**src/sv/mld_pkg.sv**
```systemverilog
package mld_pkg;

    localparam logic [63:0] SYNC_PATTERN = 64'h3133_7359_3723_337E;

    // One result item as it travels from the frame logic to the output queue.
    typedef struct packed {
        logic [7:0] payload_byte;
        logic       has_byte;
        logic       first_of_frame;
        logic       last_of_frame;
    } t_result;

endpackage

```
**src/sv/mld_core.sv**
```systemverilog
module mld_core
    import mld_pkg::*;
(
    input  logic       i_clk,
    input  logic       i_rst_n,
    input  logic       i_step,
    input  logic [7:0] i_byte,
    output logic       o_res_valid,
    output t_result    o_res
);

    typedef enum logic [1:0] {
        PH_HUNT = 2'd0,
        PH_LEN  = 2'd1,
        PH_DATA = 2'd2
    } t_phase;

    t_phase      r_phase,      n_phase;
    logic [63:0] r_window,     n_window;
    logic [1:0]  r_len_idx,    n_len_idx;
    logic [31:0] r_len_acc,    n_len_acc;
    logic [31:0] r_remaining,  n_remaining;
    logic        r_frame_start, n_frame_start;

    logic [63:0] shifted;
    logic        last_byte;

    assign shifted   = {r_window[55:0], i_byte};
    assign last_byte = (r_remaining <= 32'd1);

    always_comb begin
        n_phase       = r_phase;
        n_window      = r_window;
        n_len_idx     = r_len_idx;
        n_len_acc     = r_len_acc;
        n_remaining   = r_remaining;
        n_frame_start = r_frame_start;
        o_res_valid   = 1'b0;
        o_res         = '0;

        case (r_phase)
            PH_LEN: begin
                case (r_len_idx)
                    2'd0:    n_len_acc[7:0]   = r_len_acc[7:0]   | i_byte;
                    2'd1:    n_len_acc[15:8]  = r_len_acc[15:8]  | i_byte;
                    2'd2:    n_len_acc[23:16] = r_len_acc[23:16] | i_byte;
                    default: n_len_acc[31:24] = r_len_acc[31:24] | i_byte;
                endcase
                if (r_len_idx == 2'd3) begin
                    if (n_len_acc == 32'd0) begin
                        // empty frame: emit a marker, then hunt again
                        o_res_valid          = 1'b1;
                        o_res.first_of_frame = 1'b1;
                        o_res.last_of_frame  = 1'b1;
                        n_phase              = PH_HUNT;
                        n_window             = '0;
                        n_len_idx            = '0;
                        n_len_acc            = '0;
                        n_remaining          = '0;
                        n_frame_start        = 1'b0;
                    end else begin
                        n_remaining   = n_len_acc;
                        n_frame_start = 1'b1;
                        n_len_idx     = '0;
                        n_phase       = PH_DATA;
                    end
                end else begin
                    n_len_idx = r_len_idx + 2'd1;
                end
            end
            PH_DATA: begin
                o_res_valid          = 1'b1;
                o_res.payload_byte   = i_byte;
                o_res.has_byte       = 1'b1;
                o_res.first_of_frame = r_frame_start;
                o_res.last_of_frame  = last_byte;
                n_frame_start        = 1'b0;
                if (last_byte) begin
                    n_phase     = PH_HUNT;
                    n_window    = '0;
                    n_len_idx   = '0;
                    n_len_acc   = '0;
                    n_remaining = '0;
                end else begin
                    n_remaining = r_remaining - 32'd1;
                end
            end
            default: begin
                // hunt: slide the window and look for the sync pattern
                if (shifted == SYNC_PATTERN) begin
                    n_window      = '0;
                    n_phase       = PH_LEN;
                    n_len_idx     = '0;
                    n_len_acc     = '0;
                    n_remaining   = '0;
                    n_frame_start = 1'b0;
                end else begin
                    n_window = shifted;
                    n_phase  = PH_HUNT;
                end
            end
        endcase

        if (!i_step) begin
            o_res_valid = 1'b0;
        end
    end

    always_ff @(posedge i_clk) begin
        if (!i_rst_n) begin
            r_phase       <= PH_HUNT;
            r_window      <= '0;
            r_len_idx     <= '0;
            r_len_acc     <= '0;
            r_remaining   <= '0;
            r_frame_start <= 1'b0;
        end else if (i_step) begin
            r_phase       <= n_phase;
            r_window      <= n_window;
            r_len_idx     <= n_len_idx;
            r_len_acc     <= n_len_acc;
            r_remaining   <= n_remaining;
            r_frame_start <= n_frame_start;
        end
    end

endmodule

```
**src/sv/mld_out_queue.sv**
```systemverilog
module mld_out_queue
    import mld_pkg::*;
(
    input  logic    i_clk,
    input  logic    i_rst_n,
    input  logic    i_push,
    input  t_result i_data,
    output logic    o_full,
    output logic    o_valid,
    output t_result o_data,
    input  logic    i_ready
);

    t_result    r_mem [2];
    logic       r_wr_ptr;
    logic       r_rd_ptr;
    logic [1:0] r_cnt;
    logic       pop;

    assign o_valid = (r_cnt != 2'd0);
    assign o_full  = (r_cnt == 2'd2);
    assign o_data  = r_mem[r_rd_ptr];
    assign pop     = o_valid && i_ready;

    always_ff @(posedge i_clk) begin
        if (!i_rst_n) begin
            r_wr_ptr <= 1'b0;
            r_rd_ptr <= 1'b0;
            r_cnt    <= 2'd0;
        end else begin
            if (i_push) begin
                r_wr_ptr <= ~r_wr_ptr;
            end
            if (pop) begin
                r_rd_ptr <= ~r_rd_ptr;
            end
            case ({i_push, pop})
                2'b10:   r_cnt <= r_cnt + 2'd1;
                2'b01:   r_cnt <= r_cnt - 2'd1;
                default: r_cnt <= r_cnt;
            endcase
        end
    end

    always_ff @(posedge i_clk) begin
        if (i_push) begin
            r_mem[r_wr_ptr] <= i_data;
        end
    end

endmodule

```
**src/sv/magic_length_deframer.sv**
```systemverilog
// Sync-and-length deframer for a byte stream.
//
// Input channel: i_in_valid / o_in_ready carry one received byte per transfer
// on i_data_byte. The block hunts for the 8-byte sync pattern
// 31 33 73 59 37 23 33 7E, reads a 4-byte little-endian length, then
// forwards that many payload bytes. Header bytes and bytes between frames
// are dropped. A zero length gives one empty-frame marker (has_byte low,
// first and last high, payload zero).
// Output channel: o_out_valid / i_out_ready carry payload_byte, has_byte,
// first_of_frame and last_of_frame.
// Path: the byte that causes a result passes the input register, then the frame
// logic, which pushes the result into a 2-entry output queue; the result can
// transfer out from the head of that queue.
// Throughput: one byte per cycle, sustained while the receiver takes results.
// Stall: the output queue absorbs results while the receiver holds off; once
// it is full the frame logic holds and o_in_ready drops after the input
// register fills. Nothing is lost or repeated.
// Reset: synchronous, active low; clears the hunt state, the input register
// and the output queue. o_in_ready is high right after reset.
module magic_length_deframer
    import mld_pkg::*;
(
    input  logic       i_clk,
    input  logic       i_rst_n,
    input  logic       i_in_valid,
    output logic       o_in_ready,
    input  logic [7:0] i_data_byte,
    output logic       o_out_valid,
    input  logic       i_out_ready,
    output logic [7:0] o_payload_byte,
    output logic       o_has_byte,
    output logic       o_first_of_frame,
    output logic       o_last_of_frame
);

    logic       r_in_valid;
    logic [7:0] r_in_byte;
    logic       q_full;
    logic       step;
    logic       res_valid;
    t_result    res;
    t_result    head;

    // advance the held byte only when the queue has room for its result
    assign step       = r_in_valid && !q_full;
    assign o_in_ready = !r_in_valid || step;

    always_ff @(posedge i_clk) begin
        if (!i_rst_n) begin
            r_in_valid <= 1'b0;
        end else if (o_in_ready) begin
            r_in_valid <= i_in_valid;
        end
    end

    always_ff @(posedge i_clk) begin
        if (o_in_ready && i_in_valid) begin
            r_in_byte <= i_data_byte;
        end
    end

    mld_core u_core (
        .i_clk       (i_clk),
        .i_rst_n     (i_rst_n),
        .i_step      (step),
        .i_byte      (r_in_byte),
        .o_res_valid (res_valid),
        .o_res       (res)
    );

    mld_out_queue u_queue (
        .i_clk   (i_clk),
        .i_rst_n (i_rst_n),
        .i_push  (res_valid),
        .i_data  (res),
        .o_full  (q_full),
        .o_valid (o_out_valid),
        .o_data  (head),
        .i_ready (i_out_ready)
    );

    assign o_payload_byte   = head.payload_byte;
    assign o_has_byte       = head.has_byte;
    assign o_first_of_frame = head.first_of_frame;
    assign o_last_of_frame  = head.last_of_frame;

endmodule

```
**config.mk**
```make
export PLATFORM = sky130hd
export DESIGN_NAME = magic_length_deframer
export DESIGN_NICKNAME = d
export VERILOG_FILES = /design/src/sv/mld_pkg.sv /design/src/sv/mld_core.sv /design/src/sv/mld_out_queue.sv /design/src/sv/magic_length_deframer.sv
export SDC_FILE = /design/constraint.sdc
export NUM_CORES = 1
export LEC_CHECK = 0
export BUFFER_PORTS_ARGS = -buffer_cell sky130_fd_sc_hd__buf_2
export CORE_MARGIN = 5
export CORE_UTILIZATION = 35
export DETAILED_ROUTE_END_ITERATION = 7
export PLACE_DENSITY_LB_ADDON = 0.12
export RECOVER_POWER = 50
export SLEW_MARGIN = 20
export SYNTH_ARGS = -nofsm -noshare
export SYNTH_HDL_FRONTEND = slang
export SYNTH_SLANG_ARGS = --single-unit
```
**constraint.sdc**
```tcl
create_clock -name i_clk -period 4.6 [get_ports i_clk]
set_clock_uncertainty 0.2 [all_clocks]
set_input_delay 0.69 -clock i_clk [delete_from_list [all_inputs] [get_ports i_clk]]
set_output_delay 0.69 -clock i_clk [all_outputs]
set_load 0.05 [all_outputs]
```
==> results.tsv, run 1 <==
stage	metric	value	unit
clock_network	clkLatencyLatePin	0.43	ns
clock_network	cts_resized	0	
logic_synthesis	yosysSeqAreaShare	0.4610	
logic_synthesis	synth_adder_area_share	0.01637	
logic_synthesis	synth.area.mux_share	0.09216	
route	drc_errors	0	
cells_and_area	fin_nets	863	
clock_network	cts-root-buf	clkbuf_16	
place	gp_congestion	0.8934	
logic_synthesis	synth_top_family_by_area	simple AND/OR/NAND/NOR gates	
cells_and_area	drive_gt1_frac	0.09602	
global_route	grt_usage	0.1738	
timing	max_freq	263.5	MHz
logic_synthesis	yosysWarnings	0	
global_route	grt.overflow.total	0	
global_route	grt_pass1_wl	34.07	mm
floorplan	io_pins	25	
clock_network	cts_hold_buf	0	
floorplan	start_util	0.3524	
logic_synthesis	synth_flop_cell	dfxtp_1	
status	status	finished, violations left	
timing	setup_ws	0.8048	ns
logic_synthesis	synth-simple-area-share	0.2211	
place	place_ws	0.9618	ns
cells_and_area	syn2layout_area_growth	11.25	%
timing	min_period	3.795	ns
route	antenna_left	0	
logic_synthesis	syn_nets	868	
logic_synthesis	ys_async_sr_fraction	0	
worst_hold_path	hp-start	i_data_byte[6]	
floorplan	die_w	157.8	um
logic_synthesis	ys_types	62	
worst_hold_path	hold_class	primary input to flip-flop	
clock_network	numCtsBuffers	17	
global_route	grt_start_max_net_pins	65	
floorplan	dieArea	24890	um2
worst_hold_path	hold_depth	1	
timing	tightest_slew	1.580	ns
logic_synthesis	synth_compound_gate_area_share	0.1553	
clock_network	clockBufferDepth	2	
logic_synthesis	synth_area_per_cell	9.035	um2
power	p_per_area	350.5	nW/um2
floorplan	dieHeight	157.8	um
timing	finalCritPeriodShare	0.8250	
cells_and_area	diodes	0	
power	p_leak	2.935	nW
run	cap_violations	2	
route	wl	21.55	mm
clock_network	cts_max_level	4	
worst_setup_path	rr_startpoint	u_core.r_len_idx[0]	
logic_synthesis	synth-edff-count	30	
timing	grt_setup_unrepaired	false	
clock_network	numClockSinks	161	
worst_setup_path	reg2reg_depth	8	
worst_setup_path	worst_ep_required_time	4.74	ns
logic_synthesis	synth-seq-cells	161	
power	peakVddDrop	0.2681	mV
status	violations	capacitance limit, slew limit	
worst_setup_path	arrival	3.93	ns
route	routedWlPerCell	19.01	um
global_route	grt_pass1_vias	6035	
clock_network	clk_transition_reported_paths	0.07	ns
floorplan	core_area	21690	um2
timing	finalHoldViolations	0	
route	drt_pre_antenna_iters	5	
logic_synthesis	netlist_area	7644	um2
worst_setup_path	rr_endpoint	u_core.r_window[0]	
worst_setup_path	critPathMaxFanout	64	
logic_synthesis	synth_cells	846	
timing	maxSlewViolCount	65	
place	port-buffer-count	24	
worst_setup_path	path_class	primary input to flip-flop	
worst_setup_path	crit_path_start_kind	primary input	
worst_setup_path	end_kind	flip-flop	
route	vias_per_cell	5.646	
route	drt-initial-drc-count	633	
timing	max_slew_margin	-0.05347	
timing	final.setup.tns	0	ns
worst_hold_path	holdPathEnd	r_in_byte[6]	
place	dp_hpwl	14.60	mm
logic_synthesis	synth_xor_xnor_area_share	0.005729	
floorplan	rows	54	
clock_network	postCtsSetupBuffers	0	
route	vias	6403	
timing	setup_viol	0	
clock_network	cts_tree	done	
global_route	antenna_found_initial	0	
worst_setup_path	r2r_slack	0.81	ns
[per-layer routing]
layer	share of wire	GRT usage	vias to the layer above
met1	0.47	0.2502	3083
met4	0.013	0.04342	0
met3	0.061	0.03909	20
met5	0	0	-
met2	0.45	0.2649	230
li1	-	-	3070
[synth_stat cells, types with 8 or more instances]
master    instances  area, um2
a21oi_1          61      305.3
a41oi_1          28      245.2
and2_1           13      81.33
clkbuf_1         47      176.4
dfxtp_1         131       2623
edfxtp_1         30      900.9
ha_1             10      125.1
inv_1            21      78.83
mux2_2           11      123.9
mux2i_1          58      580.6
nand2_1         142      533.0
nand3_1          14      70.07
nand4_1          12      75.07
nor2_1           60      225.2
nor3_1           23      115.1
nor4_1           16      100.1
o21ai_0          30      150.1
o221ai_1          8      70.07
o22ai_1          14      87.58
or3_1             8      50.05
[power breakdown]
group | switching, mW | leakage (nW) | internal [mW]
Combinational | 0.0592 | 1.33 | 0.0317
Sequential | 0.0251 | 1.32 | 1.44
Clock | 0.629 | 0.281 | 0.793
Total | 0.713 | 2.93 | 2.27
[flip-flops by register name (all words and copies together), names as in the netlist, 2 cells and up, named ones only]
| signal | cells |
|---|---|
| u_queue.r_mem | 22 |
| r_in_byte | 8 |
| u_core.r_len_idx | 2 |
| u_core.r_window | 56 |
| u_core.r_remaining | 32 |
| u_queue.r_cnt | 2 |
| u_core.r_phase | 2 |
| u_core.r_len_acc | 32 |
[area by class of cell]
cell class | instances | area [um2]
timing repair buffer | 38 | 210.2
clock buffer | 18 | 450.4
sequential | 161 | 3523
fill | 2192 | 13190
multi-input combinational | 602 | 3750
tap | 280 | 350.3
inverter | 21 | 78.83
clock inverter | 14 | 140.1
[kinds of logic after synthesis]
group	after synthesis
fa+ha+maj	10
flops	161
xor+xnor	5
mux	69
compound gates	181
simple gates	337
buf+inv	83
[worst max-delay path: stages]
cell	delay, ns
clkbuf_1	0.10
clkbuf_2	1.01
nand2_1	0.27
o21ai_0	0.22
clkbuf_1	1.16
o21ai_0	0.29
o221ai_1	0.13
[per-stage QoR]
| step | util | hold slack [ns] | area (um2) | total power [mW] | instances |
|---|---|---|---|---|---|
| finish | 0.3921 | 0.2341 | 8503 | 2.980 | 1134 |
| global route | 0.3921 | 0.2155 | 8503 | 3.078 | 1134 |
| CTS | 0.3944 | 0.2162 | 8553 | 3.016 | 1134 |
| detailed placement | 0.3671 | 0.2511 | 7963 | 1.591 | 1102 |
| global placement | 0.3671 | 0.2420 | 7963 | 1.589 | 1102 |
| floorplan | - | 0.2277 | 7644 | 1.558 | 846 |
[placed cells by master (no fill, tap or decap), types with 5 or more instances in the layout]
master and n:
a21o_1 7, a21oi_1 61, a41oi_1 28, and2_0 9, buf_2 10, buf_4 10
clkbuf_1 16, clkbuf_16 18, dfxtp_1 131, edfxtp_1 30, ha_1 10, inv_1 21
inv_6 5, mux2_2 11, mux2i_1 58, nand2_1 142, nand3_1 14, nand4_1 12
nor2_1 59, nor3_1 24, nor4_1 16, o21ai_0 31, o221ai_1 8, o22ai_1 14
or2_2 5, or3_1 8, or4_1 5
[worst max path at each step]
stage | startpoint | endpoint | slack, ns | cells after the start
2_1_floorplan | u_core.r_len_idx[0] | u_queue.r_mem[0][0] | 1.41 | 8
3_3_place_gp | u_core.r_len_idx[0] | u_queue.r_cnt[1] | 1.04 | 10
3_5_place_dp | u_core.r_len_idx[0] | u_queue.r_cnt[1] | 0.96 | 10
4_1_cts | u_core.r_len_idx[0] | u_queue.r_cnt[1] | 0.94 | 10
5_1_grt | i_rst_n | u_core.r_remaining[9] | 0.51 | 7
6_report | i_rst_n | u_core.r_remaining[9] | 0.80 | 7
Power figures use the tool's default switching activity.
==> run 2: changes to the inputs <==
--- a/config.mk
+++ b/config.mk
@@ -5,6 +5,7 @@
 export SDC_FILE = /design/constraint.sdc
 export NUM_CORES = 1
 export LEC_CHECK = 0
+export ABC_AREA = 1
 export BUFFER_PORTS_ARGS = -buffer_cell sky130_fd_sc_hd__buf_2
 export CORE_MARGIN = 5
 export CORE_UTILIZATION = 35
==> constraint.sdc (replaced) <==
create_clock -name i_clk -period 3.9 [get_ports i_clk]
set_clock_uncertainty 0.2 [all_clocks]
set_input_delay 0.585 -clock i_clk [delete_from_list [all_inputs] [get_ports i_clk]]
set_output_delay 0.585 -clock i_clk [all_outputs]
set_load 0.05 [all_outputs]
==> run 2 against run 1 <==
  * The flow still finishes with violations (capacitance limit, slew limit)
  * Synthesized area rose by 7.7%
  * Worst setup slack worse by 0.11 ns
  * Register-to-register slack got worse by 0.12 ns
  * Flip-flop and latch count unchanged
  * Design area rose by 7.5%
  * Routed wire length shrank 0.84%
  * First-iteration DRC count fell by 21%
  * Die area rose by 7.2%
  * Global-route usage is 0.58 points lower
  * Final cell count increased by 37%
  * Hold slack lost 0.10 ns
  * Critical path type is now flip-flop to flip-flop
  * Critical endpoint is now u_core.r_window[23]
  * Largest cell class unchanged
  * Largest power group unchanged
==> results.tsv, run 2 <==
stage	metric	value	unit
logic_synthesis	yosysSeqAreaShare	0.4280	
timing	max_freq	311.9	MHz
cells_and_area	nFillCells	2565	
cells_and_area	finalInstanceArea	9138	um2
worst_setup_path	crit_path_start_kind	flip-flop	
worst_setup_path	path_class	flip-flop to flip-flop	
place	gp_congestion	0.8245	
power	p_per_area	428.5	nW/um2
cells_and_area	top_register	u_core.r_window	
global_route	grt_usage	0.1680	
logic_synthesis	synth_cells	1220	
worst_setup_path	worst_ep_required_time	4.08	ns
place	port-buffer-count	24	
timing	finalHoldViolations	0	
clock_network	clkLatencyLatePin	0.44	ns
status	status	finished, violations left	
route	drt-initial-drc-count	499	
clock_network	clockBufferDepth	2	
power	p_leak	4.000	nW
power	peakVddDrop	0.1925	mV
logic_synthesis	synth-seq-cells	161	
timing	final.setup.tns	0	ns
logic_synthesis	synth_area_per_cell	6.747	um2
timing	min_period	3.206	ns
cells_and_area	final_common_cell	nand2_1	
logic_synthesis	synth_flop_cell	dfxtp_1	
floorplan	core_area	23330	um2
global_route	grt_start_max_net_pins	70	
route	vias	7157	
logic_synthesis	syn_nets	1242	
global_route	antenna_found_initial	0	
place	dp_hpwl	14.29	mm
timing	tightest_slew	1.700	ns
logic_synthesis	synth_area_leaders	dfxtp_1 (32%), nand2_1 (20%), edfxtp_1 (11%)	
cells_and_area	diodes	0	
run	cap_violations	2	
clock_network	numCtsBuffers	17	
clock_network	cts_hold_buf	0	
timing	finalCritPeriodShare	0.8221	
logic_synthesis	netlist_area	8232	um2
global_route	grt_pass1_wl	35.71	mm
timing	setup_viol	0	
route	routedWlPerCell	13.80	um
route	wl	21.37	mm
floorplan	dieArea	26690	um2
worst_setup_path	end_kind	flip-flop	
clock_network	numClockSinks	161	
clock_network	cts_tree	done	
timing	max_slew_margin	-0.1333	
floorplan	rows	56	
floorplan	dieHeight	163.4	um
global_route	grt.overflow.total	0	
route	drc_errors	0	
worst_setup_path	critPathMaxFanout	38	
route	antenna_left	0	
cells_and_area	fin_nets	1239	
clock_network	clk_transition_reported_paths	0.07	ns
logic_synthesis	yosysMostFrequentCell	nand2_1	
worst_setup_path	arrival	3.38	ns
logic_synthesis	ys_async_sr_fraction	0	
clock_network	cts-root-buf	clkbuf_16	
floorplan	io_pins	25	
cells_and_area	layout_common_cells	nand2_1 (439), nor2_1 (230), dfxtp_1 (131), inv_1 (81), a21oi_1 (70)	
route	vias_per_cell	4.620	
logic_synthesis	ys_types	32	
floorplan	start_util	0.3528	
clock_network	cts_resized	0	
cells_and_area	largest_reg_flops	56	
status	violations	capacitance limit, slew limit	
timing	grt_setup_unrepaired	false	
cells_and_area	syn2layout_area_growth	11.00	%
clock_network	postCtsSetupBuffers	0	
clock_network	cts_max_level	4	
place	postPlaceCellArea	8539	um2
logic_synthesis	netlist.area_leader.share	0.3186	
global_route	grt_pass1_vias	6917	
cells_and_area	top_regs	u_core.r_window (56), u_core.r_len_acc (32), u_core.r_remaining (32)	
worst_hold_path	hold_class	primary input to flip-flop	
timing	maxSlewViolCount	81	
logic_synthesis	synth-edff-count	30	
floorplan	die_w	163.4	um
logic_synthesis	yosys.area.top_type	dfxtp_1	
cells_and_area	drive_gt1_frac	0.07317	
logic_synthesis	yosysWarnings	0	
logic_synthesis	synth_commonest_cells	nand2_1 (438), nor2_1 (229), dfxtp_1 (131)	
route	drt_pre_antenna_iters	4	
-- run 2: path summary, 6_finish.rpt --
path	slack (ns)	startpoint	cells after the start	to
worst min register to register	0.25	u_queue.r_rd_ptr	1	flip-flop
worst max-delay path	0.69	u_core.r_remaining[0]	14	u_core.r_window[23]
worst max register to register	0.69	u_core.r_remaining[0]	14	u_core.r_window[23]
worst min-delay path	0.13	i_data_byte[2]	1	r_in_byte[2]
-- run 2: metrics by stage --
stage / worst slack, ns / hold WS [ns] / power (mW) / std cells / utilization
global placement: 0.8843 / 0.2369 / 2.164 / 1517 / 0.3660
detailed placement: 0.8464 / 0.2452 / 2.164 / 1517 / 0.3660
global route: 0.3718 / 0.1149 / 4.105 / 1549 / 0.3916
finish: 0.6939 / 0.1292 / 3.916 / 1549 / 0.3916
CTS: 0.8015 / 0.1151 / 3.972 / 1549 / 0.3929
floorplan: 1.200 / 0.2258 / 2.091 / 1220 / -
-- run 2: worst max-delay path, cell delays in order, from the launching register on --
cell     delay [ns]
dfxtp_1        0.40
inv_1          0.06
ha_1           0.26
nor2_1         0.11
nor2_1         0.05
nand2_1        0.19
nor2_2         0.08
nor2_1         0.90
nor2_4         0.01
nand2_1        0.26
nor2_8         0.16
buf_4          0.24
nand2_1        0.07
nand2_1        0.04
nor2_1         0.09
-- run 2: where the power goes --
part / leakage [nW] / internal, mW / total (mW) / switching, mW
sequential: 1.35 / 1.75 / 1.81 / 0.0553
combinational: 2.35 / 0.105 / 0.313 / 0.208
clock: 0.301 / 1.03 / 1.79 / 0.762
-- run 2: cells by family (layout without fill, tap and decap cells) --
| family | after synthesis | count (layout) | share of synthesized area |
|---|---|---|---|
| and+or+nand+nor | 739 | 739 | 0.3578 |
| adders and majority gates | 10 | 10 | 0.01520 |
| buffers and inverters | 143 | 153 | 0.07904 |
| xor gates and xnor gates | 19 | 19 | 0.02022 |
| AOI/OAI and AO/OA | 137 | 137 | 0.08466 |
| muxes | 11 | 11 | 0.01505 |
| DFF | 161 | 161 | 0.4280 |
-- run 2: final cells by class --
| type | count | area (um2) | area share |
|---|---|---|---|
| clock inverter | 14 | 198.9 | 0.02177 |
| inverter | 85 | 319.1 | 0.03492 |
| timing repair buffer | 36 | 215.2 | 0.02355 |
| clock buffer | 18 | 429.2 | 0.04697 |
| multi-input combinational | 916 | 4053 | 0.4435 |
| sequential | 161 | 3523 | 0.3856 |
| tap | 319 | 399.1 | 0.04368 |
-- run 2: metal layers --
| layer | global-route usage | up-vias | routed length (um) |
|---|---|---|---|
| met3 | 0.03179 | 18 | 699 |
| met5 | 0 | - | 0 |
| met2 | 0.2653 | 85 | 9561 |
| li1 | - | 3802 | - |
| met1 | 0.2354 | 3252 | 10810 |
| met4 | 0.04689 | 0 | 299 |
==> run 3: changes to the inputs <==
==> constraint.sdc (replaced) <==
create_clock -name i_clk -period 3.1 [get_ports i_clk]
set_clock_uncertainty 0.2 [all_clocks]
set_input_delay 0.465 -clock i_clk [delete_from_list [all_inputs] [get_ports i_clk]]
set_output_delay 0.465 -clock i_clk [all_outputs]
set_load 0.05 [all_outputs]
==> run 3 against run 2 <==
  * The flow still finishes with violations (capacitance limit, slew limit)
  * Clock power grew 15%
  * Sequential share of layout area down 0.33 points
  * Fmax up 13%
  * Critical path depth is 3 higher
  * Global-route usage decreased by 0.22 points
  * Power grew 21%
  * Combinational power up 29%
==> results.tsv, run 3 (synthesis results as in run 2) <==
stage	metric	value	unit
floorplan	dieHeight	163.4	um
power	peakVddDrop	0.2514	mV
power	p_leak	4.043	nW
place	port-buffer-count	24	
place	dp_hpwl	14.37	mm
global_route	grt_pass1_wl	35.18	mm
timing	max_freq	352.7	MHz
floorplan	rows	56	
floorplan	core_area	23330	um2
timing	maxSlewViolCount	47	
clock_network	numCtsBuffers	17	
route	wl_met1	10.56	mm
route	dr_wl_met3	534	um
place	gp_congestion	0.8030	
worst_setup_path	arrival	2.95	ns
global_route	grt_pass1_vias	6858	
route	met2_wirelength	9.751	mm
clock_network	clk_transition_reported_paths	0.07	ns
route	antenna_left	0	
worst_setup_path	crit_path_start_kind	flip-flop	
power	total_power	4.720	mW
status	violations	capacitance limit, slew limit	
route	drt_pre_antenna_iters	5	
worst_setup_path	path_class	flip-flop to flip-flop	
worst_setup_path	crit_chain	inv_1 -> ha_2 -> nand2_1 -> nand2_1 -> nor2_2 -> nand2_1 -> nor2_1 -> nand2_1 -> nor2_4 -> nand3_1 -> nand2_1 -> nand2_1 -> ha_1 -> a21oi_1 -> o21ai_0 -> o21ai_0 -> a21oi_1	
route	vias_per_cell	4.586	
floorplan	die_w	163.4	um
worst_setup_path	critPathMaxFanout	8	
global_route	antenna_found_initial	0	
worst_setup_path	end_kind	flip-flop	
worst_setup_path	crit_path_frequent_cell	nand2_1	
timing	grt_setup_unrepaired	false	
route	top_layer_used	met4	
clock_network	cts-root-buf	clkbuf_16	
timing	finalCritPeriodShare	0.9146	
timing	holdWs	0.01927	ns
cells_and_area	layout_common_cells	nand2_1 (438), nor2_1 (229), dfxtp_1 (129), inv_1 (83), a21oi_1 (70)	
floorplan	start_util	0.3528	
clock_network	cts_tree	done	
cells_and_area	drive_gt1_frac	0.08126	
worst_setup_path	worst_ep_required_time	3.22	ns
power	p_per_area	511.8	nW/um2
clock_network	clockBufferDepth	2	
cells_and_area	final_common_cell	nand2_1	
cells_and_area	fin_nets	1252	
timing	max_slew_margin	-0.07147	
clock_network	cts_max_level	4	
worst_setup_path	critPathSlowestCell	dfxtp_2	
cells_and_area	nFillCells	2578	
cells_and_area	top_regs	u_core.r_window (56), u_core.r_len_acc (32), u_core.r_remaining (32)	
cells_and_area	syn2layout_area_growth	12.05	%
floorplan	dieArea	26690	um2
route	routedWlPerCell	13.55	um
timing	final.setup.tns	0	ns
clock_network	postCtsSetupBuffers	0	
timing	finalHoldViolations	0	
timing	setup_ws	0.2649	ns
worst_hold_path	hold_class	primary input to flip-flop	
cells_and_area	top_register	u_core.r_window	
timing	tightest_slew	1.605	ns
timing	setup_viol	0	
status	status	finished, violations left	
floorplan	io_pins	25	
route	drt-initial-drc-count	434	
place	place_ws	0.03892	ns
worst_setup_path	slowest_delay	0.39	ns
global_route	grt.overflow.total	0	
route	vias	7164	
global_route	grt_start_max_net_pins	93	
clock_network	clkLatencyLatePin	0.44	ns
global_route	grt_usage	0.1658	
timing	min_period	2.835	ns
cells_and_area	largest_reg_flops	56	
route	drc_errors	0	
cells_and_area	diodes	0	
clock_network	numClockSinks	161	
run	cap_violations	1	
route	wl	21.17	mm
-- run 3: cell count changes in the layout (fill, tap and decap cells not counted), sizes merged --
cell,delta
bufinv,-3
dlygate4sd3,+7
clkinvlp,-1
buf,+6
inv,+5
clkbuf,-1
-- run 3: final timing paths --
kind                            start          endpoint  slack (ns)  cells past startpoint
setup / recovery  u_core.r_len_idx[1]  u_queue.r_cnt[1]        0.26                     17
hold / removal         i_data_byte[3]      r_in_byte[3]        0.02                      1
setup reg to reg  u_core.r_len_idx[1]  u_queue.r_cnt[1]        0.26                     17
hold reg to reg      u_queue.r_rd_ptr         flip-flop        0.25                      1
-- run 3: critical path: cells and delay by family, from the launching register on --
kind            cells  cell delay, ns
simple gates       10            1.00
fa+ha+maj           2            0.57
compound gates      4            0.44
flops               1            0.39
buf+inv             1            0.10
-- run 3: routing by layer --
metal,vias to the layer above,GRT usage
met3,20,0.03179
met4,0,0.04689
met1,3228,0.2267
met5,-,0
li1,3827,-
met2,89,0.2681
-- run 3: cell type report --
cell class | instances | area (um2) | area share
clock inverters | 15 | 142.6 | 0.01546
repair buffers | 49 | 316.6 | 0.03432
well taps | 319 | 399.1 | 0.04327
clock buffers | 17 | 425.4 | 0.04612
flip-flops and latches | 161 | 3526 | 0.3823
multi-input cells | 916 | 4095 | 0.4440
inverters | 85 | 319.1 | 0.03459
-- run 3: metrics by stage --
step           area [um2]    util  instances
2_1_floorplan        8232       -       1220
3_3_place_gp         8572  0.3674       1523
3_5_place_dp         8572  0.3674       1523
4_1_cts              9190  0.3939       1560
5_1_grt              9224  0.3953       1562
6_report             9224  0.3953       1562
-- run 3: power by group --
part	total, mW	switching [mW]	internal, mW
logic	0.405	0.265	0.140
registers	2.27	0.0647	2.20
clock network	2.05	0.980	1.07
total	4.72	1.31	3.41
-- run 3: timing repair --
action | in CTS | in global routing
hold endpoints to repair | 5 | 2
hold buffers | 5 | 2
resized for setup | 0 | 10
endpoints found under the setup margin | 0 | 22
